--- src/sv/triangle_tangent_generator_unit_assert.svh ---
`ifndef TRIANGLE_TANGENT_GENERATOR_UNIT_ASSERT_SVH
`define TRIANGLE_TANGENT_GENERATOR_UNIT_ASSERT_SVH

// Check that cons holds in the same cycle as ante.
`define TTG_ASSERT_NOW(label, ante, cons, msg) \
    label: assert property (@(posedge clk) disable iff (!rst_n) (ante) |-> (cons)) \
        else $error(msg);

// Check that cons holds in the cycle after ante.
`define TTG_ASSERT_NEXT(label, ante, cons, msg) \
    label: assert property (@(posedge clk) disable iff (!rst_n) (ante) |=> (cons)) \
        else $error(msg);

`endif

--- src/sv/ttg_pkg.sv ---
package ttg_pkg;

    // Result format
    localparam int OUT_W      = 32;
    localparam int QUOT_SHIFT = 20;
    localparam int MAG_BITS   = OUT_W - 1;
    localparam int PRE_SHIFT  = MAG_BITS - QUOT_SHIFT;
    localparam int DIV_STEPS  = MAG_BITS;
    localparam int DIV_CNT_W  = $clog2(DIV_STEPS);

    localparam logic signed [OUT_W-1:0] SAT_POS = {1'b0, {(OUT_W-1){1'b1}}};
    localparam logic signed [OUT_W-1:0] SAT_NEG = {1'b1, {(OUT_W-1){1'b0}}};

    // Corner count codes
    localparam logic [1:0] CNT_NONE = 2'd0;
    localparam logic [1:0] CNT_ONE  = 2'd1;
    localparam logic [1:0] CNT_TWO  = 2'd2;

    // Field slots of one queued triangle
    localparam int ENT_DV2   = 0;
    localparam int ENT_DU2   = 1;
    localparam int ENT_DV1   = 2;
    localparam int ENT_DU1   = 3;
    localparam int ENT_E2Z   = 4;
    localparam int ENT_E2Y   = 5;
    localparam int ENT_E2X   = 6;
    localparam int ENT_E1Z   = 7;
    localparam int ENT_E1Y   = 8;
    localparam int ENT_E1X   = 9;
    localparam int ENT_COUNT = 10;

    localparam int AXES        = 3;
    localparam int QUEUE_DEPTH = 2;

    // Multiply sequence: determinant, then x, y, z numerators, then drain
    localparam logic [2:0] MUL_DET   = 3'd0;
    localparam logic [2:0] MUL_NUM_X = 3'd1;
    localparam logic [2:0] MUL_NUM_Y = 3'd2;
    localparam logic [2:0] MUL_NUM_Z = 3'd3;
    localparam logic [2:0] MUL_DRAIN = 3'd4;

    localparam logic [1:0] LAST_RESULT = 2'd2;

    typedef enum logic [4:0] {
        BK_IDLE = 5'b00001,
        BK_MUL  = 5'b00010,
        BK_PREP = 5'b00100,
        BK_DIV  = 5'b01000,
        BK_EMIT = 5'b10000
    } ttg_back_state_t;

endpackage

--- src/sv/ttg_if.sv ---
interface ttg_in_if #(parameter int COORD_BITS = 16) ();
    logic                         valid;
    logic                         ready;
    logic signed [COORD_BITS-1:0] pos_x;
    logic signed [COORD_BITS-1:0] pos_y;
    logic signed [COORD_BITS-1:0] pos_z;
    logic signed [COORD_BITS-1:0] tex_u;
    logic signed [COORD_BITS-1:0] tex_v;

    modport source (output valid, output pos_x, output pos_y, output pos_z,
                    output tex_u, output tex_v, input ready);
    modport sink   (input valid, input pos_x, input pos_y, input pos_z,
                    input tex_u, input tex_v, output ready);
endinterface

interface ttg_out_if import ttg_pkg::*; ();
    logic                    valid;
    logic                    ready;
    logic signed [OUT_W-1:0] tangent_x;
    logic signed [OUT_W-1:0] tangent_y;
    logic signed [OUT_W-1:0] tangent_z;
    logic                    degenerate;
    logic                    last;

    modport source (output valid, output tangent_x, output tangent_y, output tangent_z,
                    output degenerate, output last, input ready);
    modport sink   (input valid, input tangent_x, input tangent_y, input tangent_z,
                    input degenerate, input last, output ready);
endinterface

--- src/sv/ttg_front.sv ---
module ttg_front import ttg_pkg::*; #(
    parameter int COORD_BITS = 16
) (
    input  logic                                  clk,
    input  logic                                  rst_n,
    ttg_in_if.sink                                corner,
    output logic                                  push_valid,
    input  logic                                  push_ready,
    output logic [ENT_COUNT*(COORD_BITS+1)-1:0]   push_data
);

    localparam int DW = COORD_BITS + 1;

    logic [1:0]                   count_reg, count_next;
    logic signed [COORD_BITS-1:0] p1_reg [AXES];
    logic signed [COORD_BITS-1:0] p2_reg [AXES];
    logic signed [COORD_BITS-1:0] u1_reg, v1_reg, u2_reg, v2_reg;
    logic signed [COORD_BITS-1:0] pos [AXES];
    logic signed [DW-1:0]         ent [ENT_COUNT];
    logic                         xfer;

    assign pos[0] = corner.pos_x;
    assign pos[1] = corner.pos_y;
    assign pos[2] = corner.pos_z;

    // Third corner needs a queue slot; the first two are only held
    assign corner.ready = (count_reg != CNT_TWO) || push_ready;
    assign push_valid   = corner.valid && (count_reg == CNT_TWO);
    assign xfer         = corner.valid && corner.ready;

    // Form edges and texture deltas against the first corner
    always_comb
    begin
        for (int i = 0; i < AXES; i++)
        begin
            ent[ENT_E1X-i] = DW'(p2_reg[i]) - DW'(p1_reg[i]);
            ent[ENT_E2X-i] = DW'(pos[i]) - DW'(p1_reg[i]);
        end
        ent[ENT_DU1] = DW'(u2_reg) - DW'(u1_reg);
        ent[ENT_DV1] = DW'(v2_reg) - DW'(v1_reg);
        ent[ENT_DU2] = DW'(corner.tex_u) - DW'(u1_reg);
        ent[ENT_DV2] = DW'(corner.tex_v) - DW'(v1_reg);
        for (int k = 0; k < ENT_COUNT; k++)
        begin
            push_data[k*DW +: DW] = ent[k];
        end
    end

    // Advance the corner count on each transfer
    always_comb
    begin
        count_next = count_reg;
        if (xfer)
        begin
            case (count_reg)
                CNT_NONE: count_next = CNT_ONE;
                CNT_ONE:  count_next = CNT_TWO;
                default:  count_next = CNT_NONE;
            endcase
        end
    end

    always_ff @(posedge clk or negedge rst_n)
    begin
        if (!rst_n)
        begin
            count_reg <= CNT_NONE;
        end
        else
        begin
            count_reg <= count_next;
        end
    end

    // Hold the first two corners
    always_ff @(posedge clk)
    begin
        if (xfer && (count_reg == CNT_NONE))
        begin
            for (int i = 0; i < AXES; i++)
            begin
                p1_reg[i] <= pos[i];
            end
            u1_reg <= corner.tex_u;
            v1_reg <= corner.tex_v;
        end
        if (xfer && (count_reg == CNT_ONE))
        begin
            for (int i = 0; i < AXES; i++)
            begin
                p2_reg[i] <= pos[i];
            end
            u2_reg <= corner.tex_u;
            v2_reg <= corner.tex_v;
        end
    end

endmodule

--- src/sv/ttg_queue.sv ---
module ttg_queue import ttg_pkg::*; #(
    parameter int WIDTH = 170
) (
    input  logic             clk,
    input  logic             rst_n,
    input  logic             push_valid,
    output logic             push_ready,
    input  logic [WIDTH-1:0] push_data,
    output logic             pop_valid,
    input  logic             pop_ready,
    output logic [WIDTH-1:0] pop_data
);

    localparam int PTR_W = $clog2(QUEUE_DEPTH);
    localparam int CNT_W = $clog2(QUEUE_DEPTH + 1);

    logic [WIDTH-1:0] mem_reg [QUEUE_DEPTH];
    logic [PTR_W-1:0] wr_ptr_reg, rd_ptr_reg;
    logic [CNT_W-1:0] count_reg;
    logic             push, pop;

    assign push_ready = (count_reg != CNT_W'(QUEUE_DEPTH));
    assign pop_valid  = (count_reg != '0);
    assign pop_data   = mem_reg[rd_ptr_reg];
    assign push       = push_valid && push_ready;
    assign pop        = pop_valid && pop_ready;

    // Advance pointers and occupancy
    always_ff @(posedge clk or negedge rst_n)
    begin
        if (!rst_n)
        begin
            wr_ptr_reg <= '0;
            rd_ptr_reg <= '0;
            count_reg  <= '0;
        end
        else
        begin
            if (push)
            begin
                wr_ptr_reg <= (wr_ptr_reg == PTR_W'(QUEUE_DEPTH - 1)) ? '0 : wr_ptr_reg + 1'b1;
            end
            if (pop)
            begin
                rd_ptr_reg <= (rd_ptr_reg == PTR_W'(QUEUE_DEPTH - 1)) ? '0 : rd_ptr_reg + 1'b1;
            end
            if (push && !pop)
            begin
                count_reg <= count_reg + 1'b1;
            end
            else if (pop && !push)
            begin
                count_reg <= count_reg - 1'b1;
            end
        end
    end

    // Store entries
    always_ff @(posedge clk)
    begin
        if (push)
        begin
            mem_reg[wr_ptr_reg] <= push_data;
        end
    end

endmodule

--- src/sv/ttg_div_lane.sv ---
module ttg_div_lane import ttg_pkg::*; #(
    parameter int MAG_W = 35,
    parameter int DEN_W = 46
) (
    input  logic                    clk,
    input  logic                    load,
    input  logic                    step,
    input  logic [MAG_W-1:0]        num_mag,
    input  logic                    neg,
    input  logic [DEN_W-1:0]        den_shift,
    output logic signed [OUT_W-1:0] quot
);

    logic [DEN_W-1:0]    rem_reg;
    logic [MAG_BITS-1:0] q_reg;
    logic                ovf_reg, neg_reg;
    logic [DEN_W:0]      rem_dbl;
    logic                take;
    logic [OUT_W-1:0]    mag;

    assign rem_dbl = {rem_reg, 1'b0};
    assign take    = (rem_dbl >= {1'b0, den_shift});
    assign mag     = {1'b0, q_reg};

    // Restoring division, one quotient bit per step
    always_ff @(posedge clk)
    begin
        if (load)
        begin
            rem_reg <= DEN_W'(num_mag);
            q_reg   <= '0;
            ovf_reg <= (DEN_W'(num_mag) >= den_shift);
            neg_reg <= neg;
        end
        else if (step)
        begin
            if (take)
            begin
                rem_reg <= DEN_W'(rem_dbl - {1'b0, den_shift});
            end
            else
            begin
                rem_reg <= DEN_W'(rem_dbl);
            end
            q_reg <= {q_reg[MAG_BITS-2:0], take};
        end
    end

    // Apply sign and saturate
    always_comb
    begin
        if (ovf_reg)
        begin
            quot = neg_reg ? SAT_NEG : SAT_POS;
        end
        else if (neg_reg)
        begin
            quot = $signed(OUT_W'(0) - mag);
        end
        else
        begin
            quot = $signed(mag);
        end
    end

endmodule

--- src/sv/ttg_back.sv ---
module ttg_back import ttg_pkg::*; #(
    parameter int COORD_BITS = 16
) (
    input  logic                                clk,
    input  logic                                rst_n,
    input  logic                                pop_valid,
    output logic                                pop_ready,
    input  logic [ENT_COUNT*(COORD_BITS+1)-1:0] pop_data,
    ttg_out_if.source                           tangent,
    output logic                                idle
);

    localparam int DW  = COORD_BITS + 1;
    localparam int PW  = 2 * DW;
    localparam int SW  = PW + 1;
    localparam int DSW = SW + PRE_SHIFT;

    ttg_back_state_t       state_reg, state_next;
    logic signed [DW-1:0]  ent_reg [ENT_COUNT];
    logic [2:0]            mul_idx_reg;
    logic signed [PW-1:0]  prod_a_reg, prod_b_reg;
    logic signed [SW-1:0]  res_reg [AXES+1];
    logic [DIV_CNT_W-1:0]  div_cnt_reg;
    logic [1:0]            emit_cnt_reg;
    logic                  degen_reg;
    logic                  out_valid_reg, out_last_reg, out_degen_reg;
    logic signed [OUT_W-1:0] out_t_reg [AXES];

    logic signed [DW-1:0]  op_a, op_b, op_c, op_d;
    logic [1:0]            res_slot;
    logic signed [SW-1:0]  det;
    logic [SW-1:0]         det_mag;
    logic [DSW-1:0]        den_shift;
    logic [SW-1:0]         num_mag [AXES];
    logic                  num_neg [AXES];
    logic signed [OUT_W-1:0] lane_quot [AXES];
    logic                  lane_load, lane_step, out_free;

    assign pop_ready = (state_reg == BK_IDLE);
    assign idle      = (state_reg == BK_IDLE);
    assign lane_load = (state_reg == BK_PREP);
    assign lane_step = (state_reg == BK_DIV);
    assign out_free  = !out_valid_reg || tangent.ready;
    assign res_slot  = 2'(mul_idx_reg - 3'd1);

    // Select multiplier operands for the current product pair
    always_comb
    begin
        case (mul_idx_reg)
            MUL_DET:
            begin
                op_a = ent_reg[ENT_DU1];
                op_b = ent_reg[ENT_DV2];
                op_c = ent_reg[ENT_DU2];
                op_d = ent_reg[ENT_DV1];
            end
            MUL_NUM_X:
            begin
                op_a = ent_reg[ENT_DV2];
                op_b = ent_reg[ENT_E1X];
                op_c = ent_reg[ENT_DV1];
                op_d = ent_reg[ENT_E2X];
            end
            MUL_NUM_Y:
            begin
                op_a = ent_reg[ENT_DV2];
                op_b = ent_reg[ENT_E1Y];
                op_c = ent_reg[ENT_DV1];
                op_d = ent_reg[ENT_E2Y];
            end
            MUL_NUM_Z:
            begin
                op_a = ent_reg[ENT_DV2];
                op_b = ent_reg[ENT_E1Z];
                op_c = ent_reg[ENT_DV1];
                op_d = ent_reg[ENT_E2Z];
            end
            default:
            begin
                op_a = '0;
                op_b = '0;
                op_c = '0;
                op_d = '0;
            end
        endcase
    end

    // Magnitudes and signs for the divider lanes
    always_comb
    begin
        det       = res_reg[0];
        det_mag   = det[SW-1] ? SW'(-det) : SW'(det);
        den_shift = {det_mag, {PRE_SHIFT{1'b0}}};
        for (int i = 0; i < AXES; i++)
        begin
            num_mag[i] = res_reg[i+1][SW-1] ? SW'(-res_reg[i+1]) : SW'(res_reg[i+1]);
            num_neg[i] = res_reg[i+1][SW-1] ^ det[SW-1];
        end
    end

    for (genvar g = 0; g < AXES; g++)
    begin : g_lane
        ttg_div_lane #(
            .MAG_W (SW),
            .DEN_W (DSW)
        ) u_lane (
            .clk       (clk),
            .load      (lane_load),
            .step      (lane_step),
            .num_mag   (num_mag[g]),
            .neg       (num_neg[g]),
            .den_shift (den_shift),
            .quot      (lane_quot[g])
        );
    end

    // Sequence one triangle
    always_comb
    begin
        state_next = state_reg;
        case (state_reg)
            BK_IDLE: if (pop_valid) state_next = BK_MUL;
            BK_MUL:  if (mul_idx_reg == MUL_DRAIN) state_next = BK_PREP;
            BK_PREP: state_next = BK_DIV;
            BK_DIV:  if (div_cnt_reg == DIV_CNT_W'(DIV_STEPS - 1)) state_next = BK_EMIT;
            BK_EMIT: if (out_free && (emit_cnt_reg == LAST_RESULT)) state_next = BK_IDLE;
            default: state_next = BK_IDLE;
        endcase
    end

    always_ff @(posedge clk or negedge rst_n)
    begin
        if (!rst_n)
        begin
            state_reg     <= BK_IDLE;
            mul_idx_reg   <= MUL_DET;
            div_cnt_reg   <= '0;
            emit_cnt_reg  <= '0;
            out_valid_reg <= 1'b0;
        end
        else
        begin
            state_reg <= state_next;
            if (state_reg == BK_MUL)
            begin
                mul_idx_reg <= (mul_idx_reg == MUL_DRAIN) ? MUL_DET : mul_idx_reg + 3'd1;
            end
            if (state_reg == BK_DIV)
            begin
                div_cnt_reg <= (div_cnt_reg == DIV_CNT_W'(DIV_STEPS - 1)) ? '0
                                                                           : div_cnt_reg + 1'b1;
            end
            if ((state_reg == BK_EMIT) && out_free)
            begin
                out_valid_reg <= 1'b1;
                emit_cnt_reg  <= (emit_cnt_reg == LAST_RESULT) ? '0 : emit_cnt_reg + 2'd1;
            end
            else if (tangent.ready)
            begin
                out_valid_reg <= 1'b0;
            end
        end
    end

    // Datapath registers
    always_ff @(posedge clk)
    begin
        if ((state_reg == BK_IDLE) && pop_valid)
        begin
            for (int k = 0; k < ENT_COUNT; k++)
            begin
                ent_reg[k] <= pop_data[k*DW +: DW];
            end
        end
        if (state_reg == BK_MUL)
        begin
            prod_a_reg <= op_a * op_b;
            prod_b_reg <= op_c * op_d;
            if (mul_idx_reg != MUL_DET)
            begin
                res_reg[res_slot] <= SW'(prod_a_reg) - SW'(prod_b_reg);
            end
        end
        if (state_reg == BK_PREP)
        begin
            degen_reg <= (det == '0);
        end
        if ((state_reg == BK_EMIT) && out_free)
        begin
            for (int i = 0; i < AXES; i++)
            begin
                out_t_reg[i] <= degen_reg ? '0 : lane_quot[i];
            end
            out_degen_reg <= degen_reg;
            out_last_reg  <= (emit_cnt_reg == LAST_RESULT);
        end
    end

    assign tangent.valid      = out_valid_reg;
    assign tangent.tangent_x  = out_t_reg[0];
    assign tangent.tangent_y  = out_t_reg[1];
    assign tangent.tangent_z  = out_t_reg[2];
    assign tangent.degenerate = out_degen_reg;
    assign tangent.last       = out_last_reg;

endmodule

--- src/sv/triangle_tangent_generator_unit.sv ---
// Channel   Role    Payload
// corner    sink    pos_x, pos_y, pos_z, tex_u, tex_v (COORD_BITS each, signed)
// tangent   source  tangent_x, tangent_y, tangent_z (32, signed), degenerate, last
//
// The first two corners of a triangle are taken one per cycle; the third waits only
// for a free slot in the two-entry triangle queue.
// The back end pops a triangle, runs 5 multiply steps and a prepare step, then 31 radix-2
// divide steps (three lanes in parallel) and 3 results; it pops the next one only when idle.
// Results leave through an output register; a stalled sink holds the back end in
// its result phase while the front end keeps filling the queue.
// rst_n clears the corner count, the queue occupancy and the sequencer; no sweep.

`include "triangle_tangent_generator_unit_assert.svh"

module triangle_tangent_generator_unit import ttg_pkg::*; #(
    parameter int COORD_BITS = 16
) (
    input  logic      clk,
    input  logic      rst_n,
    ttg_in_if.sink    corner,
    ttg_out_if.source tangent
);

    localparam int ENT_W = ENT_COUNT * (COORD_BITS + 1);

    logic             f_push_valid, f_push_ready;
    logic [ENT_W-1:0] f_push_data;
    logic             q_pop_valid, q_pop_ready;
    logic [ENT_W-1:0] q_pop_data;
    logic             back_idle;
    logic             degen_shown, tangent_zero;
    logic             last_xfer, last_shown;

    ttg_front #(
        .COORD_BITS (COORD_BITS)
    ) u_front (
        .clk        (clk),
        .rst_n      (rst_n),
        .corner     (corner),
        .push_valid (f_push_valid),
        .push_ready (f_push_ready),
        .push_data  (f_push_data)
    );

    ttg_queue #(
        .WIDTH (ENT_W)
    ) u_queue (
        .clk        (clk),
        .rst_n      (rst_n),
        .push_valid (f_push_valid),
        .push_ready (f_push_ready),
        .push_data  (f_push_data),
        .pop_valid  (q_pop_valid),
        .pop_ready  (q_pop_ready),
        .pop_data   (q_pop_data)
    );

    ttg_back #(
        .COORD_BITS (COORD_BITS)
    ) u_back (
        .clk       (clk),
        .rst_n     (rst_n),
        .pop_valid (q_pop_valid),
        .pop_ready (q_pop_ready),
        .pop_data  (q_pop_data),
        .tangent   (tangent),
        .idle      (back_idle)
    );

    // Observation terms for the checks below
    assign degen_shown  = tangent.valid && tangent.degenerate;
    assign tangent_zero = (tangent.tangent_x == '0) && (tangent.tangent_y == '0)
                          && (tangent.tangent_z == '0);
    assign last_xfer    = tangent.valid && tangent.ready && tangent.last;
    assign last_shown   = tangent.valid && tangent.last;

    // A degenerate triangle carries zero tangents
    `TTG_ASSERT_NOW(a_degen_zero, degen_shown, tangent_zero, "degenerate result with nonzero tangent")

    // Two last results never follow each other directly
    `TTG_ASSERT_NEXT(a_last_spacing, last_xfer, !last_shown, "back-to-back last results")

    // An idle back end picks up a queued triangle at once
    `TTG_ASSERT_NEXT(a_back_pickup, q_pop_valid && back_idle, !back_idle, "queued triangle not taken")

endmodule

--- src/flat_wrapper.sv ---
// flat-port wrapper written by rule: the top's interface ports become plain ports
module triangle_tangent_generator_unit_flat import ttg_pkg::*;
#(
    parameter int COORD_BITS = 16
)
  (clk, rst_n, corner_valid, corner_pos_x, corner_pos_y, corner_pos_z, corner_tex_u, corner_tex_v, corner_ready, tangent_valid, tangent_tangent_x, tangent_tangent_y, tangent_tangent_z, tangent_degenerate, tangent_last, tangent_ready);
  ttg_in_if #(.COORD_BITS(COORD_BITS)) corner_i ();
  ttg_out_if tangent_i ();
  input  logic clk;
  input  logic rst_n;
  input wire logic [$bits(corner_i.valid)-1:0] corner_valid;
  input wire logic [$bits(corner_i.pos_x)-1:0] corner_pos_x;
  input wire logic [$bits(corner_i.pos_y)-1:0] corner_pos_y;
  input wire logic [$bits(corner_i.pos_z)-1:0] corner_pos_z;
  input wire logic [$bits(corner_i.tex_u)-1:0] corner_tex_u;
  input wire logic [$bits(corner_i.tex_v)-1:0] corner_tex_v;
  output wire logic [$bits(corner_i.ready)-1:0] corner_ready;
  output wire logic [$bits(tangent_i.valid)-1:0] tangent_valid;
  output wire logic [$bits(tangent_i.tangent_x)-1:0] tangent_tangent_x;
  output wire logic [$bits(tangent_i.tangent_y)-1:0] tangent_tangent_y;
  output wire logic [$bits(tangent_i.tangent_z)-1:0] tangent_tangent_z;
  output wire logic [$bits(tangent_i.degenerate)-1:0] tangent_degenerate;
  output wire logic [$bits(tangent_i.last)-1:0] tangent_last;
  input wire logic [$bits(tangent_i.ready)-1:0] tangent_ready;
  assign corner_i.valid = corner_valid;
  assign corner_i.pos_x = corner_pos_x;
  assign corner_i.pos_y = corner_pos_y;
  assign corner_i.pos_z = corner_pos_z;
  assign corner_i.tex_u = corner_tex_u;
  assign corner_i.tex_v = corner_tex_v;
  assign corner_ready = corner_i.ready;
  assign tangent_valid = tangent_i.valid;
  assign tangent_tangent_x = tangent_i.tangent_x;
  assign tangent_tangent_y = tangent_i.tangent_y;
  assign tangent_tangent_z = tangent_i.tangent_z;
  assign tangent_degenerate = tangent_i.degenerate;
  assign tangent_last = tangent_i.last;
  assign tangent_i.ready = tangent_ready;
  triangle_tangent_generator_unit #(.COORD_BITS(COORD_BITS)) u_core (.clk(clk), .rst_n(rst_n), .corner(corner_i), .tangent(tangent_i));
endmodule
--- config.mk ---
export PLATFORM = sky130hd
export DESIGN_NAME = triangle_tangent_generator_unit_flat
export DESIGN_NICKNAME = d
export VERILOG_FILES = /design/src/sv/ttg_pkg.sv /design/src/sv/ttg_if.sv /design/src/sv/ttg_front.sv /design/src/sv/ttg_queue.sv /design/src/sv/ttg_div_lane.sv /design/src/sv/ttg_back.sv /design/src/sv/triangle_tangent_generator_unit.sv /design/src/flat_wrapper.sv
export VERILOG_INCLUDE_DIRS = /design/src /design/src/sv
export SDC_FILE = /design/constraint.sdc
export NUM_CORES = 2
export LEC_CHECK = 0
export ABC_CLOCK_PERIOD_IN_PS = 10700
export BUFFER_PORTS_ARGS = -buffer_cell sky130_fd_sc_hd__clkbuf_2
export CAP_MARGIN = 25
export CORE_MARGIN = 2
export CORE_UTILIZATION = 55
export DETAILED_ROUTE_END_ITERATION = 6
export PLACE_DENSITY = 0.69
export SKIP_CTS_REPAIR_TIMING = 1
export SLEW_MARGIN = 20
export SYNTH_ARGS = -nofsm -noshare
export SYNTH_HDL_FRONTEND = slang
export SYNTH_HIERARCHICAL = 1
export SYNTH_SLANG_ARGS = --single-unit
--- constraint.sdc ---
create_clock -name clk -period 10.7 [get_ports clk]
set_clock_uncertainty 0.05 [all_clocks]
set_input_delay 1.07 -clock clk [delete_from_list [all_inputs] [get_ports clk]]
set_output_delay 1.07 -clock clk [all_outputs]
set_load 0.01 [all_outputs]
* Word level (Yosys, flattened, before mapping)
Memories as Yosys holds them, arrays and structs flattened.
Index checks and enable logic that the tools add are counted.
** Word-level totals
- Register bits after elaboration :: 394
- Latch bits :: 0
- RAM bits :: 842
- Memory bits (read-only) :: 0
- Input port bits :: 84
- Output and inout port bits :: 100
- Memories :: 6
** Memory list
- u_core.u_queue.mem_reg :: words 2, width 170, read ports 1, clocked after memory_dff 0, wr ports 1, line ttg_queue.sv:17 : logic [WIDTH-1:0] mem_reg [QUEUE_DEPTH];
- u_core.u_back.ent_reg :: words 10, width 17, read ports 10, clocked after memory_dff 0, wr ports 10, line ttg_back.sv:19 : logic signed [DW-1:0] ent_reg [ENT_COUNT];
- u_core.u_back.res_reg :: words 4, width 35, read ports 4, clocked after memory_dff 0, wr ports 1, line ttg_back.sv:22 : logic signed [SW-1:0] res_reg [AXES+1];
- u_core.u_back.out_t_reg :: words 3, width 32, read ports 3, clocked after memory_dff 0, wr ports 3, line ttg_back.sv:27 : logic signed [OUT_W-1:0] out_t_reg [AXES];
- u_core.u_front.p1_reg :: words 3, width 16, read ports 3, clocked after memory_dff 0, wr ports 3, line ttg_front.sv:15 : logic signed [COORD_BITS-1:0] p1_reg [AXES];
- u_core.u_front.p2_reg :: words 3, width 16, read ports 3, clocked after memory_dff 0, wr ports 3, line ttg_front.sv:16 : logic signed [COORD_BITS-1:0] p2_reg [AXES];
** Operators by class
- Add/sub/neg operators :: 29
- Multipliers :: 2
- Div/mod/pow operators :: 0
- Magnitude comparators :: 6
- Equal/unequal tests :: 19
- Shift operators :: 0
- Multiplexer cells :: 57
- Bitwise logic cells :: 3
- Reduce and logical (&&, ||, !) cells :: 25
** Operator list (count)
- 32-bit 2-to-1 mux :: 12
- 35-bit 2-to-1 mux :: 10
- 16-bit by 16-bit subtractor with 17-bit output :: 10
- 47-bit by 46-bit greater-or-equal comparator with 1-bit output :: 3
- 35-bit negation :: 4
- 35-bit by 46-bit greater-or-equal comparator with 1-bit output :: 3
- 46-bit 2-to-1 mux :: 3
- 46-bit subtractor :: 3
- 17-bit case mux with 4 select lines :: 2
- 1-bit by 31-bit subtractor with 32-bit output, first input constant :: 3
- 17-bit by 17-bit multiplier with 34-bit output :: 2
- 17-bit case mux with 2 select lines :: 2
- 35-bit zero test :: 1
- 34-bit by 34-bit subtractor with 35-bit output :: 1
- 5-bit 2-to-1 mux :: 5
- 5-bit case mux with 5 select lines :: 1
- 1-bit 2-to-1 mux :: 17
- 2-bit != test, second input constant :: 6
- 5-bit == test, second input constant :: 2
- 1-bit logical AND :: 10
- 2-bit nonzero test :: 4
- 3-bit by 2-bit == test with 1-bit output, second input constant :: 2
- 2-bit 2-to-1 mux :: 3
- 5-bit by 1-bit adder with 5-bit output, second input constant :: 1
- 22 further kinds :: 31

* Logic depth before layout (Yosys ltp)
- Word-level depth :: 7
- Depth in mapped cells :: 32
- Gate-level depth less buffers :: 29

* By module
The synthesis kept the hierarchy.
** By module, submodules not included
- ttg_back :: instances 1, cells each 3934, area each 42942.4 µm²
- ttg_div_lane at u_core.u_back.g_lane[1].u_lane ... :: instances 2, cells each 1023, area each 7992.7 µm²
- ttg_queue :: instances 1, cells each 547, area each 12819.8 µm²
- ttg_front :: instances 1, cells each 1252, area each 12369.4 µm²
- ttg_div_lane at u_core.u_back.g_lane[0].u_lane :: instances 1, cells each 1025, area each 8124.0 µm²

* Worst setup path after synthesis
Ideal clock, no wire load.
- Path kind :: input-to-reg
- Start :: input corner_valid
- End :: memory u_core.u_queue.mem_reg[0][0], enable pin
- Setup time :: 702 ps
- Arrival :: 8499 ps
- Path slack :: 1448 ps
- Cell stages on the path :: 4
- Buffers on the path :: 0
- Cell sequence :: inv_1 -> nor3b_1 -> nand2_1 -> nor2_1
** On the way
- Longest elaborated chain between the ends :: 4
** RTL lines
- start: declaration :: line flat_wrapper.sv:11 : input wire logic [$bits(corner_i.valid)-1:0] corner_valid;
- 1-bit logical AND :: line ttg_front.sv:28 : assign push_valid = corner.valid && (count_reg == CNT_TWO);
- net u_core.f_push_valid :: line triangle_tangent_generator_unit.sv:26 : logic f_push_valid, f_push_ready;
- 1-bit logical AND :: line ttg_queue.sv:25 : assign push = push_valid && push_ready;
- 1-bit 2-to-1 mux :: line ttg_queue.sv:61 : if (push)
- 1-bit 2-to-1 mux (not written as such) :: line ttg_queue.sv:63 : mem_reg[wr_ptr_reg] <= push_data;
- end: declaration :: line ttg_queue.sv:17
The timed path passes the listed nets, and every way through them passes these cells.

* Final worst setup path
- Start :: register u_core.u_back.mul_idx_reg[2]
- End :: register u_core.u_back.prod_a_reg[31] (data pin)
** On the way
- Longest elaborated chain between the ends :: 4
- Elaborated cells between the ends (all ways) :: 8
- Classes of those cells :: 1 x mul; 3 x eq/ne; 2 x mux; 2 x reduce/logical
** RTL lines
- start: declaration :: line ttg_back.sv:20 : logic [2:0] mul_idx_reg;
- start signal: assignment :: line ttg_back.sv:146 : mul_idx_reg <= (mul_idx_reg == MUL_DRAIN) ? MUL_DET : mul_idx_reg + 3'd1;
- 3-bit by 2-bit == test with 1-bit output / 3-bit by 1-bit == test with 1-bit output (equally long branches) :: line ttg_back.sv:49 : case (mul_idx_reg)
- 3-bit OR reduction (no line)
- 17-bit case mux with 2 select lines :: line ttg_back.sv:49
- 17-bit by 17-bit multiplier with 34-bit output * :: line ttg_back.sv:177 : prod_a_reg <= op_a * op_b;
- end signal: assignment :: line ttg_back.sv:177
- end: declaration :: line ttg_back.sv:21 : logic signed [PW-1:0] prod_a_reg, prod_b_reg;
Every way passes the cells marked *; elsewhere a longest branch is shown, timed or not.
A chain may end at the register's enable or synchronous reset.

==> run_results.csv <==
group,metric,value,unit
synthesis,synth_edf_count,1088,
synthesis,yosysWarnings,6,
sta,fin_setup_tns,0,ns
setup_path,rr_worst_depth,26,
floorplanning,io_pins,184,
sta,rsz0062_at_grt,"no",
setup_path,crit_family,"adder cells",
floorplanning,rows,150,
setup_path,required,11.16,ns
sta,final_hold_viol_count,0,
synthesis,netlist.area_leader.share,35.4,%
run_status,status,"completed",
global_routing,grt_pass1_vias,65800,
synthesis,async_flop_share,1.78,%
setup_path,cpPeakStageDelay,0.81,ns
synthesis,yosysMostFrequentCell,"inv_1",
global_routing,antenna_found_initial,3,
drt,vias,65400,
setup_path,cp-start-kind,"register",
synthesis,synth.cell_area,0.0922,mm²
drt,post_drt_wl_per_cell,21.2,µm
synthesis,yosys.area_share.simple,11.5,%
sta,tightest_slew,1.14,ns
synthesis,netlist_instances,8804,
placement,placed_area,0.0956,mm²
clock_tree,cts_buffers,140,
placement,portBuffers,183,
floorplanning,die_y,414,µm
synthesis,syn_avg_cell_area,10.5,µm²
final_layout,fin_util,60.1,%
synthesis,synth-compound-area-share,12.9,%
setup_path,crit_path_end_kind,"register",
synthesis,synth_top_family_by_area,"adder cells",
clock_tree,cts_tree,"built",
synthesis,synth_sequential_area_ratio,38.8,%
drt,drt-total-wl,238,mm
floorplanning,die_width,414,µm
synthesis,netlist_top_cells_count,"inv_1, edfxtp_1, nor2_1, ha_1, fa_1",
synthesis,synthMuxAreaShare,4.27,%
clock_tree,h-tree-depth,4,
synthesis,synthFlopType,"edfxtp_1",
clock_tree,clockBufferDepth,3,
sta,min_period,9.21,ns
setup_path,path_common_cell,"fa_1",
drt,drtIter0Drc,5438,
placement,place.gp.congestion,0.950,
setup_path,cp.buffers_inverters,6,
final_layout,post_layout_nonfiller_instances,11300,
final_layout,n_fill_cell,13800,
placement,placedCellCount,11000,
floorplanning,start_util,55.3,%
drt,drc,0,
final_layout,synthToLayoutAreaGrowth,8.64,%
setup_path,cpMaxStageDelayCell,"a22oi_1",
final_layout,final_area,0.100,mm²
worst_hold_path,hp-class,"input pin to async pin",
drt,drtPass1Iterations,6,
sta,min_period_over_period,86.1,%
clock_tree,cts.sinks,1236,
global_routing,track_usage,28.0,%
setup_path,crit_fanout,22,
global_routing,grt_max_degree,160,
synthesis,synth_xor_xnor_area_share,4.77,%
final_layout,largest_register_ffs,340,
setup_path,path_depth,26,
sta,setup_viol,0,
final_layout,layout-drive-gt1-share,9.22,%
synthesis,yosys.area.top_type,"edfxtp_1",
setup_path,cp.arrival,9.67,ns
clock_tree,cts.reportedPaths.clkPinSlew,0.06,ns
global_routing,grt_pass1_wl,372,mm
synthesis,synth_seq_cells,1236,
sta,relSlewSlack,23.2,%
clock_tree,clock_latency,0.78,ns
placement,dp_hpwl,185,mm
setup_path,path_class,"register to register",
floorplanning,core,0.167,mm²
final_layout,nets,10300,
synthesis,netlist_top_cells_area,"edfxtp_1, fa_1, ha_1, inv_1, xnor2_1",
global_routing,grt-ovfl-total,0,
synthesis,yosys.area_share.adder,21.6,%
clock_tree,cts_root_buf,"clkbuf_16",
synthesis,ys_types,108,
sta,max_freq,0.109,GHz
drt,drt-vias-per-instance,5.80,
run,max-cap-violations,0,
floorplanning,die-area,0.171,mm²
sta,slew_viol_final,0,
drt,ant_nets,0,
## final timing paths
kind / from / endpoint / slack (ns)
setup / recovery: u_core/u_back/mul_idx_reg[2]$_DFFE_PN0P_ / u_core/u_back/prod_a_reg[31]$_DFFE_PP_ / 1.49
hold / removal: rst_n / u_core/u_queue/count_reg[1]$_DFFE_PN0P_ / 0.31
setup reg to reg: u_core/u_back/mul_idx_reg[2]$_DFFE_PN0P_ / u_core/u_back/prod_a_reg[31]$_DFFE_PP_ / 1.49
hold reg to reg: u_core/u_back/div_cnt_reg[4]$_DFFE_PN0P_ / u_core/u_back/div_cnt_reg[4]$_DFFE_PN0P_ / 0.45
max in group asynchronous: rst_n / u_core/u_queue/rd_ptr_reg$_DFFE_PN0P_ / 9.73
min in group clk: corner_pos_z[0] / u_core/u_front/p2_reg[0][32]$_DFFE_PP_ / 0.44
## logic make-up (layout without fill, tap and decap cells)
kind of cell	after synthesis	in the layout
AND/OR/NAND/NOR	2246	2246
AO/OA/AOI/OAI	1792	1792
buffers and inverters	1464	1690
flip-flops	1236	1236
adder cells (fa/ha/maj)	1229	1229
XOR/XNOR	502	502
multiplexers	334	334
other	1	40
## layer usage
metal	up-vias	part of all wire, %	track usage (%)
li1	31000	-	-
met1	32000	41	35.1
met2	1921	48	47.2
met3	494	4.9	3.41
met4	0	5.9	15.2
met5	-	0	0
## metrics by stage
stage / hold WS (ns) / setup slack [ns]
5_1_grt: 0.308 / 0.931
2_1_floorplan: 0.401 / 1.45
6_report: 0.309 / 1.49
4_1_cts: 0.263 / 1.42
3_3_place_gp: 0.421 / 1.71
3_5_place_dp: 0.423 / 1.47
## layout make-up
type	count	area (µm²)	share of cell area (%)
inverter	1154	4350	4.34
timing repair buffer	284	1720	1.72
tap	2204	2760	2.75
multi-input combinational	6142	51100	51.0
sequential	1236	35700	35.7
antenna	1	2.50	0.00250
clock buffer	179	3860	3.85
clock inverter	73	649	0.648
## layout by cell type, fill, tap and decap left out, drive strengths merged, types with 48 or more instances in the layout
cell type / count
or3: 53
nand3: 78
fa: 606
a22o: 65
nand2b: 90
edfxtp: 1088
nand4: 70
nor3: 86
a21o: 178
nor2b: 162
o21a: 68
inv: 1158
ha: 623
xor2: 131
a211oi: 96
mux2: 206
a31oi: 52
dfxtp: 126
o31ai: 69
mux2i: 128
buf: 100
xnor2: 371
nor2: 840
clkinv: 54
nand2: 607
o21ai: 379
or4: 48
clkbuf: 363
a21oi: 442
Power is not shown: default switching activity piles up to over one toggle a cycle in this logic, so the estimate is an artifact.
